**src/rtl/dfatok_pkg.sv**
```systemverilog
// Shared types and constants for the DFA tokenizer.
// Used by the channel interfaces, the register block and the scan core.
package dfatok_pkg;

  localparam int ALPHABET  = 128;
  localparam int LOOKAHEAD = 16;

  localparam int ST_W     = 6;
  localparam int SYM_W    = 8;
  localparam int KIND_W   = 6;
  localparam int LEN_W    = 12;
  localparam int POS_W    = 32;
  localparam int INFO_W   = KIND_W + 1;
  localparam int SYM_AW   = $clog2(ALPHABET);
  localparam int TR_AW    = ST_W + SYM_AW;
  localparam int BUF_AW   = $clog2(LOOKAHEAD + 2);
  localparam int BUF_DEPTH = 2 ** BUF_AW;

  localparam logic [SYM_W-1:0] CH_NL  = 8'h0A;
  localparam logic [SYM_W-1:0] CH_TAB = 8'h09;

  localparam logic [1:0] ACT_LOAD_TRANS = 2'd0;
  localparam logic [1:0] ACT_LOAD_INFO  = 2'd1;
  localparam logic [1:0] ACT_CHAR       = 2'd2;
  localparam logic [1:0] ACT_END        = 2'd3;

  localparam logic [1:0] RK_TOKEN = 2'd0;
  localparam logic [1:0] RK_END   = 2'd1;
  localparam logic [1:0] RK_ERROR = 2'd2;

  localparam int APB_AW = 4;
  localparam logic [1:0] REG_INITIAL_STATE = 2'd0;
  localparam logic [1:0] REG_SKIP_KIND     = 2'd1;
  localparam logic [1:0] REG_TAB_WIDTH     = 2'd2;

  localparam logic [ST_W-1:0]   INITIAL_STATE_RST = 6'd1;
  localparam logic [KIND_W-1:0] SKIP_KIND_RST     = 6'd1;
  localparam logic [3:0]        TAB_WIDTH_RST     = 4'd4;

  typedef struct packed {
    logic [1:0]        action;
    logic [ST_W-1:0]   state_index;
    logic [SYM_W-1:0]  symbol;
    logic [ST_W-1:0]   next_state;
    logic              final_flag;
    logic [KIND_W-1:0] token_kind;
  } dfatok_in_t;

  typedef struct packed {
    logic [1:0]        result_kind;
    logic [KIND_W-1:0] kind_of_token;
    logic [POS_W-1:0]  start_line;
    logic [POS_W-1:0]  start_column;
    logic [LEN_W-1:0]  lexeme_length;
    logic [SYM_W-1:0]  error_char;
    logic              last_of_run;
  } dfatok_out_t;

  typedef struct packed {
    logic [ST_W-1:0]   initial_state;
    logic [KIND_W-1:0] skip_kind;
    logic [3:0]        tab_width;
  } dfatok_cfg_t;

endpackage

```
**src/rtl/dfatok_cfg.sv**
```systemverilog
// APB register block: initial_state, skip_kind, tab_width.
// Depends on dfatok_pkg.
module dfatok_cfg import dfatok_pkg::*; (
  input  logic              clk,
  input  logic              rst,
  input  logic              psel,
  input  logic              penable,
  input  logic              pwrite,
  input  logic [APB_AW-1:0] paddr,
  input  logic [31:0]       pwdata,
  output logic [31:0]       prdata,
  output logic              pready,
  output dfatok_cfg_t       cfg
);
  logic [1:0] idx;
  logic       wr;

  assign idx    = paddr[3:2];
  assign wr     = psel && penable && pwrite;
  assign pready = 1'b1;

  always_ff @(posedge clk) begin
    if (rst) begin
      cfg.initial_state <= INITIAL_STATE_RST;
      cfg.skip_kind     <= SKIP_KIND_RST;
      cfg.tab_width     <= TAB_WIDTH_RST;
    end else if (wr) begin
      unique case (idx)
        REG_INITIAL_STATE: cfg.initial_state <= pwdata[ST_W-1:0];
        REG_SKIP_KIND:     cfg.skip_kind     <= pwdata[KIND_W-1:0];
        REG_TAB_WIDTH:     cfg.tab_width     <= pwdata[3:0];
        default: ;
      endcase
    end
  end

  always_comb begin
    unique case (idx)
      REG_INITIAL_STATE: prdata = 32'(cfg.initial_state);
      REG_SKIP_KIND:     prdata = 32'(cfg.skip_kind);
      REG_TAB_WIDTH:     prdata = 32'(cfg.tab_width);
      default:           prdata = 32'd0;
    endcase
  end
endmodule

```
**config.mk**
```make
export PLATFORM = sky130hd
export DESIGN_NAME = dfatok_cfg
export DESIGN_NICKNAME = d
export VERILOG_FILES = /design/src/rtl/dfatok_pkg.sv /design/src/rtl/dfatok_cfg.sv
export SDC_FILE = /design/constraint.sdc
export NUM_CORES = 1
export LEC_CHECK = 0
export ABC_CLOCK_PERIOD_IN_PS = 1200
export BUFFER_PORTS_ARGS = -buffer_cell sky130_fd_sc_hd__buf_2
export CORE_MARGIN = 2
export CORE_UTILIZATION = 30
export CTS_CLUSTER_SIZE = 12
export DETAILED_ROUTE_END_ITERATION = 8
export GPL_TIMING_DRIVEN = 0
export PLACE_DENSITY = 0.69
export SLEW_MARGIN = 15
export SYNTH_ARGS = -nofsm -noshare
export SYNTH_HDL_FRONTEND = slang
export SYNTH_SLANG_ARGS = --single-unit
```
**constraint.sdc**
```tcl
create_clock -name clk -period 1.2 [get_ports clk]
set_clock_uncertainty 0.1 [all_clocks]
set_input_delay 0.18 -clock clk [delete_from_list [all_inputs] [get_ports clk]]
set_output_delay 0.18 -clock clk [all_outputs]
set_load 0.03 [all_outputs]
```
; ---- Yosys cells after proc, flatten, opt, wreduce, memory -nomap -nowiden
; Cells that the tools add are included.
[totals]
register_bits = 16
latchBits = 0
mem_bits_rw = 0
rom_bits = 0
inputBits = 41
wordCells = 12
memories = 0
[op_classes]
addsub = 0
n_mul = 0
div_mod_pow = 0
magnitude_cmp = 0
n_eq_ne = 2
shift = 0
mux = 1
bitwise = 0
n_reduce_logical = 6
[ops]
columns = operator, count
row1 = $pmux W6 S3, 1
row2 = $reduce_and A2 Y1, 3
row3 = $eq A2 B1 Y1 const B, 1
row4 = $eq A2 B2 Y1 const B, 1
row5 = $logic_and A1 B1 Y1, 2
row6 = $logic_not A2 Y1, 1

; ---- Logic depth before layout (Yosys ltp)
[logic_depth]
word_depth = 3
ltp_mapped = 4

; ---- Worst setup path after synthesis
; Ideal clock, no wire load.
[synth_timing]
kind = register to output
start = register cfg[5] (netlist bit)
end = output prdata[1]
arrival_ns = 1.312
required_time_ns = 0.920
slack_ns = -0.392
stages_incl_launch_ff = 3
n_path_buf = 0
path_cell_list = dfxtp_1 > mux2i_1 > o21ai_0
[synth_between]
elab_chain_len = 1
[synth_lines]
columns = element, line
row1 = start: declaration, dfatok_cfg.sv:13  ; output dfatok_cfg_t cfg
row2 = $pmux W6 S3, dfatok_cfg.sv:38  ; unique case (idx)
row3 = end: declaration, dfatok_cfg.sv:11  ; output logic [31:0] prdata,
; No other way between the ends.

; ---- Worst setup path after layout
[layout_timing]
start = register cfg[7] (netlist bit)
end = output prdata[3]
; The elaborated chain is that of the path after synthesis.

==> run_results.csv <==
group,metric,value,unit
detailed_routing,vias_per_cell,3.85,
detailed_routing,drc_errors,0,
layout,diodes,0,
layout,largest_reg_flops,16,
floorplanning,initial_core_util,0.309,
global_routing,grt_pass1_vias,800,
timing,min_period_over_period,1.07,
synthesis,synthSimpleGateAreaFrac,0.207,
min_path,min_delay_path_depth,3,
detailed_routing,wirelength,2.43,mm
power_and_ir_drop,p_clk_frac,0.288,
power_and_ir_drop,p_leak,0.000791,uW
timing,timing.slew.headroom,0.532,
clocking,cts_tree,"done",
critical_path,critPathArrivalTime,1.00,ns
global_routing,antenna_found_initial,0,
power_and_ir_drop,vdd_drop_max,0.000401,V
power_and_ir_drop,power,1240,uW
clocking,cts.clk_slew.worst_paths,0.10,ns
synthesis,syn_inst,111,
synthesis,synth_compound_area_frac,0.0197,
critical_path,crit_fanout,2,
floorplanning,core-area,0.00328,mm2
status,violations,"negative setup slack",
timing,rsz0062_at_grt,"yes",
layout,syn2layout_area_growth,52.5,%
timing,slew_violations,0,
power_and_ir_drop,seqPwrFrac,0.436,
critical_path,worst-setup-path-type,"reg2out",
floorplanning,die_y,62.2,um
layout,nets,222,
synthesis,yosys-top-cells-area,"dfxtp_1, mux2i_1, buf_4",
synthesis,ys_ff_latch,16,
layout,multi_input_area,576,um2
synthesis,synth_top_family_by_area,"buffers and inverters",
critical_path,worstPathRequired,0.92,ns
timing,timing.final.ws_setup,-0.0836,ns
clocking,cts_sinks,16,
placement,gp_congestion,0.669,
layout,top_regs,"cfg (16)",
floorplanning,die_area,0.00387,mm2
synthesis,synth_top_cell_by_area,"dfxtp_1",
synthesis,ys_types,16,
timing,fmax,0.779,GHz
clocking,cts_buffers,3,
detailed_routing,via_count,869,
placement,numPortBuffers,32,
global_routing,grt_max_degree,11,
clocking,clockBufferDepth,2,
run,max_cap_viol_count,0,
global_routing,track_usage,0.117,
floorplanning,die_w,62.2,um
synthesis,synth.most_common_cell,"buf_4",
critical_path,cp-end-kind,"primary output",
power_and_ir_drop,net-switching-power,389,uW
critical_path,cp-start-kind,"flip-flop",
synthesis,syn_area,0.00102,mm2
layout,regArea,335,um2
timing,hold_viol_final,0,
synthesis,synth_xor_area_frac,0,
clocking,insertion_delay,0.28,ns
layout,drive_gt1_frac,0.539,
synthesis,yosys_most_used_dff,"dfxtp_1",
power_and_ir_drop,comb_power_share,0.276,
layout,top_register,"cfg",
timing,finalWorstPathRequiredPeriod,1.28,ns
power_and_ir_drop,p_per_area,803,mW/mm2
clocking,cts-root-buf,"clkbuf_4",
global_routing,overflow,0,
global_routing,grt_pass1_wl,3.66,mm
floorplanning,io-pin-count,90,
power_and_ir_drop,p_int,855,uW
synthesis,synth_commonest_cells,"buf_4, mux2i_1, nand2b_1, dfxtp_1, nor2_1",
detailed_routing,drtAntennaViolNets,0,
synthesis,ys_async_sr_fraction,0,
layout,final.fill_count,334,
synthesis,yosysSeqAreaShare,0.315,
status,status,"finished, violations left",
timing,worst_slew_pin_slew,0.698,ns
synthesis,synth_edf_count,0,
min_path,hold_path.class,"in2reg",
synthesis,yosys_warnings,0,
timing,setup_viol,6,
power_and_ir_drop,sw_frac_of_total,0.313,
timing,setup-tns-final,-0.410,ns
placement,hpwl,1.74,mm
detailed_routing,routedWlPerCell,10.7,um
floorplanning,row_count,21,
detailed_routing,drt-initial-drc-count,10,
synthesis,syn_area_per_cell,9.15,um2
synthesis,synthMuxAreaShare,0.217,
critical_path,ff2ff_path_depth,3,
clocking,htreeDepth,1,
synthesis,synth_fa_ha_area_frac,0,
synthesis,synth_top_area_share,0.315,
detailed_routing,dr.pass1.iters,4,
[path summary, 6_finish.rpt]
check | slack, ns | from | to
worst max register to register | 0.33 | cfg[4] | cfg[4]
worst min-delay path | 0.07 | pwdata[4] | cfg[8]
worst max-delay path | -0.08 | cfg[7] | prdata[3]
worst min register to register | 0.39 | cfg[15] | cfg[15]
[layout make-up]
type	count	share of cell area
buffer	32	0.155
clock buffer	4	0.0234
multi-input combinational	88	0.372
sequential	16	0.216
tap	46	0.0372
timing repair buffer	40	0.196
[repair_timing]
| action | CTS | global route |
|---|---|---|
| endpoints found under the setup margin | 6 | 14 |
| hold buffers | 0 | 0 |
| gates cloned | 0 | 0 |
| setup buffers | 7 | 2 |
| pin swaps | 5 | 3 |
| resized for setup | 13 | 23 |
[metal layers]
metal  vias up  track usage  share of wire
li1        445            -              -
met2        45        0.204           0.48
met5         -            0              0
met4         0       0.0306              0
met1       379        0.146           0.44
met3         0       0.0272          0.080
[metrics by stage]
stage | setup WS [ns] | instance area (um2) | utilization | std cells | hold WS [ns]
2_1_floorplan | -0.00282 | 1140 | - | 136 | 0.235
3_3_place_gp | -0.232 | 1360 | 0.415 | 214 | 0.356
3_5_place_dp | -0.249 | 1360 | 0.415 | 214 | 0.370
4_1_cts | -0.0769 | 1490 | 0.454 | 225 | 0.0665
5_1_grt | -0.148 | 1550 | 0.472 | 226 | 0.0627
6_report | -0.0836 | 1550 | 0.472 | 226 | 0.0699
[logic make-up (layout without fill, tap and decap cells)]
kind of cell	after synthesis	count (layout)
compound gates	4	4
buf+inv	32	76
flops	16	16
mux	22	22
other cells	2	27
simple gates	35	35
[power by group through the flow]
stage	clock, uW	sequential (uW)	combinational [uW]
after floorplan	0	569	258
after global placement	0	556	319
after detailed placement	0	556	321
after CTS	363	543	335
after global routing	390	544	364
final	358	543	344
[placed cells by master, fill, tap and decap left out]
| master | netlist | routed |
|---|---|---|
| and2b_2 | 1 | 1 |
| buf_2 | 1 | 18 |
| buf_4 | 27 | 36 |
| buf_6 | 2 | 15 |
| clkbuf_1 | 2 | 2 |
| clkbuf_4 | 0 | 4 |
| clkbuf_8 | 0 | 1 |
| conb_1 | 2 | 27 |
| dfxtp_1 | 16 | 4 |
| dfxtp_2 | 0 | 12 |
| mux2i_1 | 22 | 21 |
| mux2i_2 | 0 | 1 |
| nand2_1 | 4 | 4 |
| nand2b_1 | 19 | 19 |
| nand3_2 | 1 | 1 |
| nor2_1 | 7 | 5 |
| nor2_2 | 0 | 2 |
| nor3_2 | 1 | 1 |
| nor3b_2 | 1 | 1 |
| o21ai_2 | 0 | 4 |
| or3b_1 | 1 | 1 |
[worst max-delay path, cell delays in order (launching register included)]
cell     delay [ns]
dfxtp_2        0.33
mux2i_1        0.17
o21ai_2        0.09
buf_6          0.14
No activity file was read; power rests on OpenSTA's default activity.
